### src/sv/att_pkg.sv
// att_pkg: shared types, scale constants and sequencer codes for the tilt angle core
// no dependencies
`timescale 1ns / 1ps

package att_pkg;

    localparam int unsigned W_AXIS = 16;
    localparam int unsigned W_WORD = 34;
    localparam int unsigned W_PROD = 32;
    localparam int unsigned W_TILT = 7;
    localparam int unsigned W_DEN  = 25;
    localparam int unsigned W_NUM  = 30;
    localparam int unsigned W_QUO  = 6;
    localparam int unsigned W_CNT  = 5;
    localparam int unsigned W_ST   = 3;

    typedef logic [W_AXIS-1:0]        t_mag16;
    typedef logic [W_WORD-1:0]        t_word;
    typedef logic [W_PROD-1:0]        t_prod;
    typedef logic signed [W_TILT-1:0] t_tilt;
    typedef logic [W_DEN-1:0]         t_den;
    typedef logic [W_NUM-1:0]         t_num;
    typedef logic [W_QUO-1:0]         t_quo;
    typedef logic [W_CNT-1:0]         t_cnt;
    typedef logic [W_ST-1:0]          t_state;

    localparam t_mag16 SCALE_NUM = 16'd18000;
    localparam t_mag16 SCALE_DEN = 16'd314;

    localparam t_cnt SQ_LAST    = 5'd3;
    localparam t_cnt SQRT_FIRST = 5'd16;
    localparam t_cnt DIV_FIRST  = 5'd5;

    localparam t_state ST_IDLE = 3'd0;
    localparam t_state ST_SQ   = 3'd1;
    localparam t_state ST_SQRT = 3'd2;
    localparam t_state ST_DEN  = 3'd3;
    localparam t_state ST_NUM  = 3'd4;
    localparam t_state ST_DIV  = 3'd5;
    localparam t_state ST_DONE = 3'd6;

endpackage

### src/sv/att_mul.sv
// att_mul: shared 16 x 16 unsigned multiplier for squares, magnitude scale and axis scale
// depends on att_pkg
`timescale 1ns / 1ps

module att_mul (
    input  att_pkg::t_mag16 i_a,
    input  att_pkg::t_mag16 i_b,
    output att_pkg::t_prod  o_p
);
    import att_pkg::*;

    assign o_p = t_prod'(i_a) * t_prod'(i_b);

endmodule

### src/sv/att_cmpsub.sv
// att_cmpsub: shared 34-bit compare and subtract unit for square root and division steps
// depends on att_pkg
`timescale 1ns / 1ps

module att_cmpsub (
    input  att_pkg::t_word i_a,
    input  att_pkg::t_word i_b,
    output logic           o_ge,
    output att_pkg::t_word o_diff
);
    import att_pkg::*;

    logic [W_WORD:0] w_sub;

    assign w_sub  = {1'b0, i_a} - {1'b0, i_b};
    assign o_ge   = ~w_sub[W_WORD];
    assign o_diff = w_sub[W_WORD-1:0];

endmodule

### src/sv/accel_tilt_angle_core.sv
// accel_tilt_angle_core: tilt angles of an accelerometer sample in whole degrees;
// the sequencer forms the sum of squares, runs the square root digit loop and scales the
// magnitude, then, unless it is zero, scales each axis and runs a 6-step division,
// and last loads the output; one sample in flight, and a new sample is taken only once the
// result is loaded, as the multiplier and compare-subtract unit are shared; synchronous
// active-low reset clears the sequencer, the output valid and the held tilts
`timescale 1ns / 1ps

module accel_tilt_angle_core (
    input  logic                i_clk,
    input  logic                i_rst_n,
    input  logic                i_valid,
    output logic                o_ready,
    input  logic signed [15:0]  i_accel_x,
    input  logic signed [15:0]  i_accel_y,
    input  logic signed [15:0]  i_accel_z,
    output logic                o_valid,
    input  logic                i_ready,
    output att_pkg::t_tilt      o_tilt_x,
    output att_pkg::t_tilt      o_tilt_y,
    output logic                o_magnitude_zero
);
    import att_pkg::*;

    t_state r_state, n_state;
    t_cnt   r_cnt, n_cnt;
    logic   r_sel, n_sel;
    logic   r_sx, n_sx, r_sy, n_sy;
    t_mag16 r_ax, n_ax, r_ay, n_ay, r_az, n_az;
    t_prod  r_prod, n_prod;
    t_word  r_sum, n_sum;
    t_word  r_root, n_root;
    t_den   r_den, n_den;
    t_num   r_rem, n_rem;
    t_quo   r_q, n_q;
    t_tilt  r_tx, n_tx, r_ty, n_ty;
    logic   r_zero, n_zero;
    t_tilt  r_held_x, n_held_x, r_held_y, n_held_y;
    logic   r_flag, n_flag;
    logic   r_out_valid, n_out_valid;

    t_mag16 w_mul_a, w_mul_b;
    t_prod  w_mul_p;
    t_word  w_cs_a, w_cs_b, w_cs_diff;
    logic   w_cs_ge;
    t_word  w_bit;
    t_quo   w_q_next;
    t_tilt  w_tilt;

    function automatic t_mag16 f_abs(input logic signed [15:0] v);
        t_mag16 u;
        u = t_mag16'(v);
        return v[15] ? (~u + 16'd1) : u;
    endfunction

    att_mul u_mul (
        .i_a (w_mul_a),
        .i_b (w_mul_b),
        .o_p (w_mul_p)
    );

    att_cmpsub u_cmpsub (
        .i_a    (w_cs_a),
        .i_b    (w_cs_b),
        .o_ge   (w_cs_ge),
        .o_diff (w_cs_diff)
    );

    // shared unit operand selection
    always_comb begin
        w_mul_a = r_az;
        w_mul_b = r_az;
        w_cs_a  = r_sum;
        w_bit   = t_word'(1) << {r_cnt, 1'b0};
        w_cs_b  = r_root + w_bit;
        case (r_state)
            ST_SQ: begin
                case (r_cnt)
                    5'd0: begin
                        w_mul_a = r_ax;
                        w_mul_b = r_ax;
                    end
                    5'd1: begin
                        w_mul_a = r_ay;
                        w_mul_b = r_ay;
                    end
                    default: begin
                        w_mul_a = r_az;
                        w_mul_b = r_az;
                    end
                endcase
            end
            ST_DEN: begin
                w_mul_a = r_root[W_AXIS-1:0];
                w_mul_b = SCALE_DEN;
            end
            ST_NUM: begin
                w_mul_a = r_sel ? r_ay : r_ax;
                w_mul_b = SCALE_NUM;
            end
            ST_DIV: begin
                w_cs_a = t_word'(r_rem);
                w_cs_b = t_word'(r_den) << r_cnt[2:0];
            end
            default: begin
                w_mul_a = r_az;
            end
        endcase
    end

    assign w_q_next = {r_q[W_QUO-2:0], w_cs_ge};
    assign w_tilt   = (r_sel ? r_sy : r_sx) ? (~t_tilt'({1'b0, w_q_next}) + 7'sd1)
                                            : t_tilt'({1'b0, w_q_next});

    always_comb begin
        n_state     = r_state;
        n_cnt       = r_cnt;
        n_sel       = r_sel;
        n_sx        = r_sx;
        n_sy        = r_sy;
        n_ax        = r_ax;
        n_ay        = r_ay;
        n_az        = r_az;
        n_prod      = r_prod;
        n_sum       = r_sum;
        n_root      = r_root;
        n_den       = r_den;
        n_rem       = r_rem;
        n_q         = r_q;
        n_tx        = r_tx;
        n_ty        = r_ty;
        n_zero      = r_zero;
        n_held_x    = r_held_x;
        n_held_y    = r_held_y;
        n_flag      = r_flag;
        n_out_valid = r_out_valid;

        if (r_out_valid && i_ready) begin
            n_out_valid = 1'b0;
        end

        case (r_state)
            ST_IDLE: begin
                if (i_valid) begin
                    n_sx    = i_accel_x[15];
                    n_sy    = i_accel_y[15];
                    n_ax    = f_abs(i_accel_x);
                    n_ay    = f_abs(i_accel_y);
                    n_az    = f_abs(i_accel_z);
                    n_sum   = '0;
                    n_cnt   = '0;
                    n_state = ST_SQ;
                end
            end
            ST_SQ: begin
                n_prod = w_mul_p;
                if (r_cnt != 5'd0) begin
                    n_sum = r_sum + t_word'(r_prod);
                end
                if (r_cnt == SQ_LAST) begin
                    n_root  = '0;
                    n_cnt   = SQRT_FIRST;
                    n_state = ST_SQRT;
                end else begin
                    n_cnt = r_cnt + 5'd1;
                end
            end
            ST_SQRT: begin
                if (w_cs_ge) begin
                    n_sum  = w_cs_diff;
                    n_root = (r_root >> 1) + w_bit;
                end else begin
                    n_root = r_root >> 1;
                end
                if (r_cnt == 5'd0) begin
                    n_state = ST_DEN;
                end else begin
                    n_cnt = r_cnt - 5'd1;
                end
            end
            ST_DEN: begin
                n_den  = w_mul_p[W_DEN-1:0];
                n_zero = (r_root == '0);
                n_sel  = 1'b0;
                n_state = (r_root == '0) ? ST_DONE : ST_NUM;
            end
            ST_NUM: begin
                n_rem   = w_mul_p[W_NUM-1:0];
                n_q     = '0;
                n_cnt   = DIV_FIRST;
                n_state = ST_DIV;
            end
            ST_DIV: begin
                if (w_cs_ge) begin
                    n_rem = w_cs_diff[W_NUM-1:0];
                end
                n_q = w_q_next;
                if (r_cnt == 5'd0) begin
                    if (r_sel) begin
                        n_ty    = w_tilt;
                        n_state = ST_DONE;
                    end else begin
                        n_tx    = w_tilt;
                        n_sel   = 1'b1;
                        n_state = ST_NUM;
                    end
                end else begin
                    n_cnt = r_cnt - 5'd1;
                end
            end
            ST_DONE: begin
                if (!r_out_valid || i_ready) begin
                    if (!r_zero) begin
                        n_held_x = r_tx;
                        n_held_y = r_ty;
                    end
                    n_flag      = r_zero;
                    n_out_valid = 1'b1;
                    n_state     = ST_IDLE;
                end
            end
            default: begin
                n_state = ST_IDLE;
            end
        endcase
    end

    always_ff @(posedge i_clk) begin
        if (!i_rst_n) begin
            r_state     <= ST_IDLE;
            r_out_valid <= 1'b0;
            r_held_x    <= '0;
            r_held_y    <= '0;
            r_flag      <= 1'b0;
        end else begin
            r_state     <= n_state;
            r_out_valid <= n_out_valid;
            r_held_x    <= n_held_x;
            r_held_y    <= n_held_y;
            r_flag      <= n_flag;
        end
    end

    always_ff @(posedge i_clk) begin
        r_cnt  <= n_cnt;
        r_sel  <= n_sel;
        r_sx   <= n_sx;
        r_sy   <= n_sy;
        r_ax   <= n_ax;
        r_ay   <= n_ay;
        r_az   <= n_az;
        r_prod <= n_prod;
        r_sum  <= n_sum;
        r_root <= n_root;
        r_den  <= n_den;
        r_rem  <= n_rem;
        r_q    <= n_q;
        r_tx   <= n_tx;
        r_ty   <= n_ty;
        r_zero <= n_zero;
    end

    assign o_ready          = (r_state == ST_IDLE);
    assign o_valid          = r_out_valid;
    assign o_tilt_x         = r_held_x;
    assign o_tilt_y         = r_held_y;
    assign o_magnitude_zero = r_flag;

endmodule

### config.mk
export PLATFORM = sky130hd
export DESIGN_NAME = accel_tilt_angle_core
export DESIGN_NICKNAME = d
export VERILOG_FILES = /design/src/sv/att_pkg.sv /design/src/sv/att_mul.sv /design/src/sv/att_cmpsub.sv /design/src/sv/accel_tilt_angle_core.sv
export SDC_FILE = /design/constraint.sdc
export NUM_CORES = 1
export LEC_CHECK = 0
export BUFFER_PORTS_ARGS = -buffer_cell sky130_fd_sc_hd__buf_2
export CAP_MARGIN = 20
export CORE_ASPECT_RATIO = 0.5
export CORE_MARGIN = 8
export CORE_UTILIZATION = 40
export DETAILED_ROUTE_END_ITERATION = 12
export PLACE_DENSITY_LB_ADDON = 0.3
export SLEW_MARGIN = 20
export SYNTH_ARGS = -nofsm -noshare
export SYNTH_HDL_FRONTEND = slang
export SYNTH_SLANG_ARGS = --single-unit
### constraint.sdc
create_clock -name i_clk -period 11 [get_ports i_clk]
set_clock_uncertainty 0.2 [all_clocks]
set_input_delay 1.1 -clock i_clk [delete_from_list [all_inputs] [get_ports i_clk]]
set_output_delay 1.1 -clock i_clk [all_outputs]
set_load 0.02 [all_outputs]
==> results.py, run 1 <==
metrics = {
    "clock_network": {
        "cts_setup_buffers": 0,
        "cts_hold_buf": 0,
        "cts_buffers": 28,
        "insertion_delay_ps": 580,
        "cts_buffer_depth": 3,
        "cts_resized": 0,
        "tritoncts": "built",
        "clock-sinks": 250,
        "cts.clk_slew.worst_paths_ps": 70,
        "htreeDepth": 1,
        "clockRootBuffer": "clkbuf_16",
    },
    "die": {
        "chipHeight_um": 198,
        "io_pins": 69,
        "die_w_um": 379,
        "die_area_um2": 74900,
        "rows": 66,
        "initial_core_util_pct": 40.5,
        "core_area_um2": 65200,
    },
    "timing": {
        "layout_setup_ws_ps": 1630,
        "max_freq_ghz": 0.107,
        "maxSlewViolCount": 0,
        "fin_crit_sh_pct": 85.2,
        "rsz0062_at_grt": "false",
        "finalSetupViolCount": 0,
        "worstMarginPinSlew_ps": 1230,
        "hold_viol": 0,
        "min_period_ps": 9370,
        "max_slew_margin_pct": 17.5,
        "finalSetupTns_ps": 0,
    },
    "layout": {
        "diodes": 0,
        "final_core_util_pct": 43.9,
        "final_common_cell": "nand2_1",
        "fin_nets": 3443,
        "layout_common_cells": "452 x nand2_1, 279 x inv_1, 278 x nor2_1, 231 x edfxtp_1, 217 x ha_1",
        "syn_to_final_growth_pct": 8.50,
        "fin_cells": 3884,
        "layout-drive-gt1-share_pct": 7.60,
    },
    "grt": {
        "gr-total-overflow": 0,
        "grt_pass1_vias": 21361,
        "grt_pass1_wl_mm": 127,
        "antenna_found_initial": 5,
        "grt_max_degree": 61,
        "grt_usage_pct": 21.6,
    },
    "place": {
        "post-dp-hpwl_mm": 64.1,
        "place_inst": 3832,
        "pre_cts_ws_ps": 1620,
        "numPortBuffers": 68,
        "place_congestion": 1.01,
    },
    "setup_path": {
        "cp.arrival_ps": 9490,
        "cpMaxStageDelayCell": "a2111oi_1",
        "critPathRequiredTime_ps": 11120,
        "critical_path.max_stage_delay_ps": 720,
        "start_kind": "flop",
        "path_class": "reg -> reg",
        "cp_max_fo": 34,
        "cp_common_cell": "fa_1",
        "cp-end-kind": "flop",
    },
    "detailed_routing": {
        "routed_via_density": 5.62,
        "num_vias": 21845,
        "wire_per_inst_um": 21.2,
        "drc_errors": 0,
        "ant_nets": 0,
        "drt_first_pass_iters": 5,
        "drt_iter0_markers": 2207,
        "drt-total-wl_mm": 82.2,
    },
    "outcome": {
        "status": "finished, final reports clean",
    },
    "yosys": {
        "synth.distinct_cells": 87,
        "synthArstFlopShare_pct": 0,
        "avgSynthCellArea_um2": 8.89,
        "syn_nets": 3434,
        "ys_ff_latch": 250,
        "syn-instance-count": 2969,
        "synth_edf_count": 231,
        "synth_warnings": 0,
        "synthFlopType": "edfxtp_1",
        "syn-cell-area_um2": 26400,
        "seq_area_frac_synth_pct": 27.7,
    },
    "worst_hold_path": {
        "min_path_type": "reg -> reg",
    },
    "run": {
        "drv_cap": 0,
    },
}
[cells by family after synthesis]
group,after synthesis,share of synthesized area [%]
compound gates,648,15.8
xor+xnor,177,5.88
fa+ha+maj,413,25.2
buf+inv,412,6.01
flops,250,27.7
mux,60,2.62
simple gates,1009,16.8
[synthesized netlist by cell type, types with 6 or more instances]
cell | n | area [um^2]
a211oi_1 | 33 | 248
a22oi_1 | 19 | 143
mux4_2 | 6 | 135
a31oi_1 | 31 | 194
xor2_1 | 61 | 534
o211ai_1 | 15 | 113
nand3_1 | 33 | 165
nand2b_1 | 36 | 225
nor3_1 | 41 | 205
and3_1 | 22 | 138
o31ai_1 | 24 | 180
a21oi_1 | 164 | 821
dfxtp_1 | 19 | 380
and2_1 | 21 | 131
nor4_1 | 13 | 81.3
or3_1 | 37 | 231
edfxtp_1 | 231 | 6940
a21o_1 | 49 | 368
nand4_1 | 10 | 62.6
mux2_2 | 12 | 135
ha_1 | 217 | 2720
nand2_1 | 454 | 1700
fa_1 | 196 | 3920
or2_2 | 10 | 62.6
o21a_1 | 18 | 135
clkbuf_1 | 91 | 342
o21ai_1 | 8 | 40.0
a211o_1 | 6 | 52.6
inv_1 | 280 | 1050
a31o_2 | 14 | 123
nor2_1 | 280 | 1050
buf_1 | 13 | 48.8
a2111oi_0 | 7 | 61.3
mux2i_1 | 42 | 420
o21ai_0 | 147 | 736
o22ai_1 | 23 | 144
buf_2 | 17 | 85.1
xnor2_1 | 116 | 1020
o21bai_1 | 30 | 225
nor2b_1 | 29 | 181
[metal layers]
| metal | track usage (%) | part of all wire (%) | vias to the layer above |
|---|---|---|---|
| met5 | 0 | 0 | - |
| met4 | 4.67 | 2.3 | 0 |
| met3 | 3.51 | 8.5 | 112 |
| met2 | 33.5 | 43 | 818 |
| met1 | 31.5 | 46 | 10639 |
| li1 | - | - | 10276 |
[worst max-delay path: cells and delay by family (launching register included)]
family,cells,cell delay (ps)
buffers and inverters,7,920
xor gates and xnor gates,1,120
DFF,1,320
AOI/OAI and AO/OA,10,2930
and+or+nand+nor,6,940
adders and majority gates,8,3610
[state kept, by name, indices dropped and copies added (netlist names)]
signal and flops:
r_root 34, r_sum 34, r_prod 32, r_rem 30, r_den 25, r_ax 16, r_ay 16, r_az 16
o_tilt_x 7, o_tilt_y 7, r_tx 7, r_ty 7, r_cnt 5, r_q 5, r_state 3, o_magnitude_zero 1
o_valid 1, r_sel 1, r_sx 1, r_sy 1, r_zero 1
[worst paths after layout]
kind	start	slack [ps]	end	cells past startpoint
max	r_cnt[0]$_DFFE_PP_	1630	r_rem[24]$_DFFE_PP_	32
min	r_tx[0]$_DFFE_PP_	270	o_tilt_x[0]$_SDFFE_PN0P_	2
max reg2reg	r_cnt[0]$_DFFE_PP_	1630	r_rem[24]$_DFFE_PP_	32
min reg2reg	r_tx[0]$_DFFE_PP_	270	o_tilt_x[0]$_SDFFE_PN0P_	2
[through the flow]
step	hold WS, ps	cell area [um^2]
detailed placement	273	27700
global placement	268	27700
global route	291	28600
CTS	269	28600
floorplan	256	26400
finish	275	28600
[area by class of cell]
cell class	instances	area, um^2
Tap cell	884	1110
Multi-Input combinational cell	2307	17600
Fill cell	6370	36500
Clock buffer	33	729
Inverter	287	1080
Sequential cell	250	7320
Clock inverter	19	219
Timing Repair Buffer	104	611
Power of run 1 is not shown: default switching activity piles up to over one toggle a cycle in this logic, so the estimate is an artifact.
==> run 2: changes to the inputs <==
--- a/config.mk
+++ b/config.mk
@@ -8,7 +8,7 @@
 export BUFFER_PORTS_ARGS = -buffer_cell sky130_fd_sc_hd__buf_2
 export CAP_MARGIN = 20
 export CORE_ASPECT_RATIO = 0.5
-export CORE_MARGIN = 8
+export CORE_MARGIN = 2
 export CORE_UTILIZATION = 40
 export DETAILED_ROUTE_END_ITERATION = 12
 export PLACE_DENSITY_LB_ADDON = 0.3
==> results.py, run 2 (synthesis gave the netlist of run 1 again) <==
metrics = {
    "timing": {
        "finalSetupViolCount": 0,
        "fin_crit_sh_pct": 84.5,
        "min_period_ps": 9290,
        "hold_viol": 0,
        "rsz0062_at_grt": "false",
        "finalHoldWorstSlack_ps": 265,
        "max_slew_margin_pct": 24.3,
        "maxSlewViolCount": 0,
        "finalSetupTns_ps": 0,
        "worstMarginPinSlew_ps": 1130,
        "max_freq_ghz": 0.108,
    },
    "layout": {
        "register_area_um2": 7320,
        "multi_input_area_um2": 17600,
        "final_common_cell": "nand2_1",
        "syn_to_final_growth_pct": 8.52,
        "layout_common_cells": "452 x nand2_1, 279 x nor2_1, 279 x inv_1, 231 x edfxtp_1, 217 x ha_1",
        "fillers": 6402,
        "fin_nets": 3444,
        "fin_cells": 3886,
        "layout-drive-gt1-share_pct": 7.40,
        "reg.largest.list": "r_root: 34 flops, r_sum: 34 flops, r_prod: 32 flops",
    },
    "clock_network": {
        "cts_buffers": 28,
        "cts_setup_buffers": 0,
        "tritoncts": "built",
        "cts_hold_buf": 0,
        "htreeDepth": 1,
        "cts.clk_slew.worst_paths_ps": 60,
        "cts_buffer_depth": 3,
        "cts_resized": 0,
        "clockRootBuffer": "clkbuf_16",
        "clock-sinks": 250,
        "insertion_delay_ps": 600,
    },
    "detailed_routing": {
        "drc_errors": 0,
        "wire_per_inst_um": 21.1,
        "ant_nets": 0,
        "drt_iter0_markers": 1998,
        "drt_first_pass_iters": 5,
        "routed_via_density": 5.63,
        "num_vias": 21874,
        "drt-total-wl_mm": 82.1,
    },
    "die": {
        "io_pins": 69,
        "chipHeight_um": 186,
        "initial_core_util_pct": 40.5,
        "die_area_um2": 68200,
        "core_area_um2": 65100,
        "die_w_um": 367,
        "rows": 66,
    },
    "place": {
        "place_inst": 3833,
        "numPortBuffers": 68,
        "place_congestion": 1.00,
        "post-dp-hpwl_mm": 64.0,
    },
    "worst_hold_path": {
        "worstHoldPathCells": 2,
        "whs_endpoint": "o_tilt_x[6]$_SDFFE_PN0P_",
        "min_path_type": "reg -> reg",
        "hold_start": "r_tx[6]$_DFFE_PP_",
    },
    "setup_path": {
        "cp_common_cell": "fa_1",
        "r2r-start": "r_state[2]$_SDFFE_PN0P_",
        "cp_max_fo": 42,
        "path_class": "reg -> reg",
        "start_kind": "flop",
        "crit_buf_inv": 3,
        "cp.arrival_ps": 9410,
        "critical_path.max_stage_delay_ps": 800,
        "crit_family": "adder cells",
        "rr_endpoint": "r_prod[31]$_DFFE_PP_",
        "reg2reg_depth": 26,
        "cp-end-kind": "flop",
        "critPathRequiredTime_ps": 11120,
        "r2r_slack_ps": 1710,
        "cpMaxStageDelayCell": "a2111oi_0",
    },
    "grt": {
        "grt_max_degree": 84,
        "grt_usage_pct": 23.9,
        "grt_pass1_wl_mm": 125,
        "antenna_found_initial": 3,
        "grt_pass1_vias": 20880,
        "gr-total-overflow": 0,
    },
    "outcome": {
        "status": "finished, final reports clean",
    },
    "run": {
        "drv_cap": 0,
    },
}
-- run 2: cell count changes in the layout (fill, tap and decap cells not counted), moves of 2 or more --
| cell | previous run | this run |
|---|---|---|
| clkinvlp_4 | 5 | 1 |
| clkbuf_1 | 4 | 7 |
| clkinv_2 | 5 | 3 |
| clkinv_4 | 0 | 2 |
| o21ai_1 | 6 | 8 |
| o21ai_2 | 2 | 0 |
-- run 2: metrics by stage --
| stage | cell area [um^2] | setup slack [ps] | util (%) |
|---|---|---|---|
| floorplan | 26400 | 2610 | - |
| global placement | 27700 | 1910 | 42.5 |
| detailed placement | 27700 | 1830 | 42.5 |
| CTS | 28600 | 1800 | 44.0 |
| global route | 28600 | 1200 | 44.0 |
| finish | 28600 | 1710 | 44.0 |
-- run 2: worst max path at each step --
stage,startpoint,endpoint,slack (ps),cells after the start
after detailed placement,r_state[2]$_SDFFE_PN0P_,r_rem[24]$_DFFE_PP_,1830,28
after global placement,r_state[2]$_SDFFE_PN0P_,r_rem[24]$_DFFE_PP_,1910,29
after CTS,r_state[2]$_SDFFE_PN0P_,r_rem[24]$_DFFE_PP_,1800,28
after global routing,r_state[2]$_SDFFE_PN0P_,r_prod[31]$_DFFE_PP_,1200,26
after floorplan,r_cnt[1]$_DFFE_PP_,r_rem[24]$_DFFE_PP_,2610,33
final,r_state[2]$_SDFFE_PN0P_,r_prod[31]$_DFFE_PP_,1710,26
-- run 2: area by class of cell --
cell class	count	area share [%]
repair buffers	105	2.16
clock inverters	14	0.612
well taps	884	3.86
clock buffers	38	2.72
diodes	1	0.00874
multi-input cells	2307	61.3
inverters	287	3.76
flip-flops and latches	250	25.6
-- run 2: tightest hold or removal path: stages (launching register included) --
cell and delay, ps:
edfxtp_1 320, mux2i_1 60, nor2_1 70
-- run 2: layer usage --
layer  routed length [um]  share of wire [%]  track usage [%]  vias up
met5                    0                  0                0        -
met2                34700                 42             36.6      813
li1                     -                  -                -    10277
met1                38500                 47             35.1    10705
met3                 7260                8.8             4.76       79
met4                 1640                2.0             4.84        0
Power of run 2 is left out for the same reason.
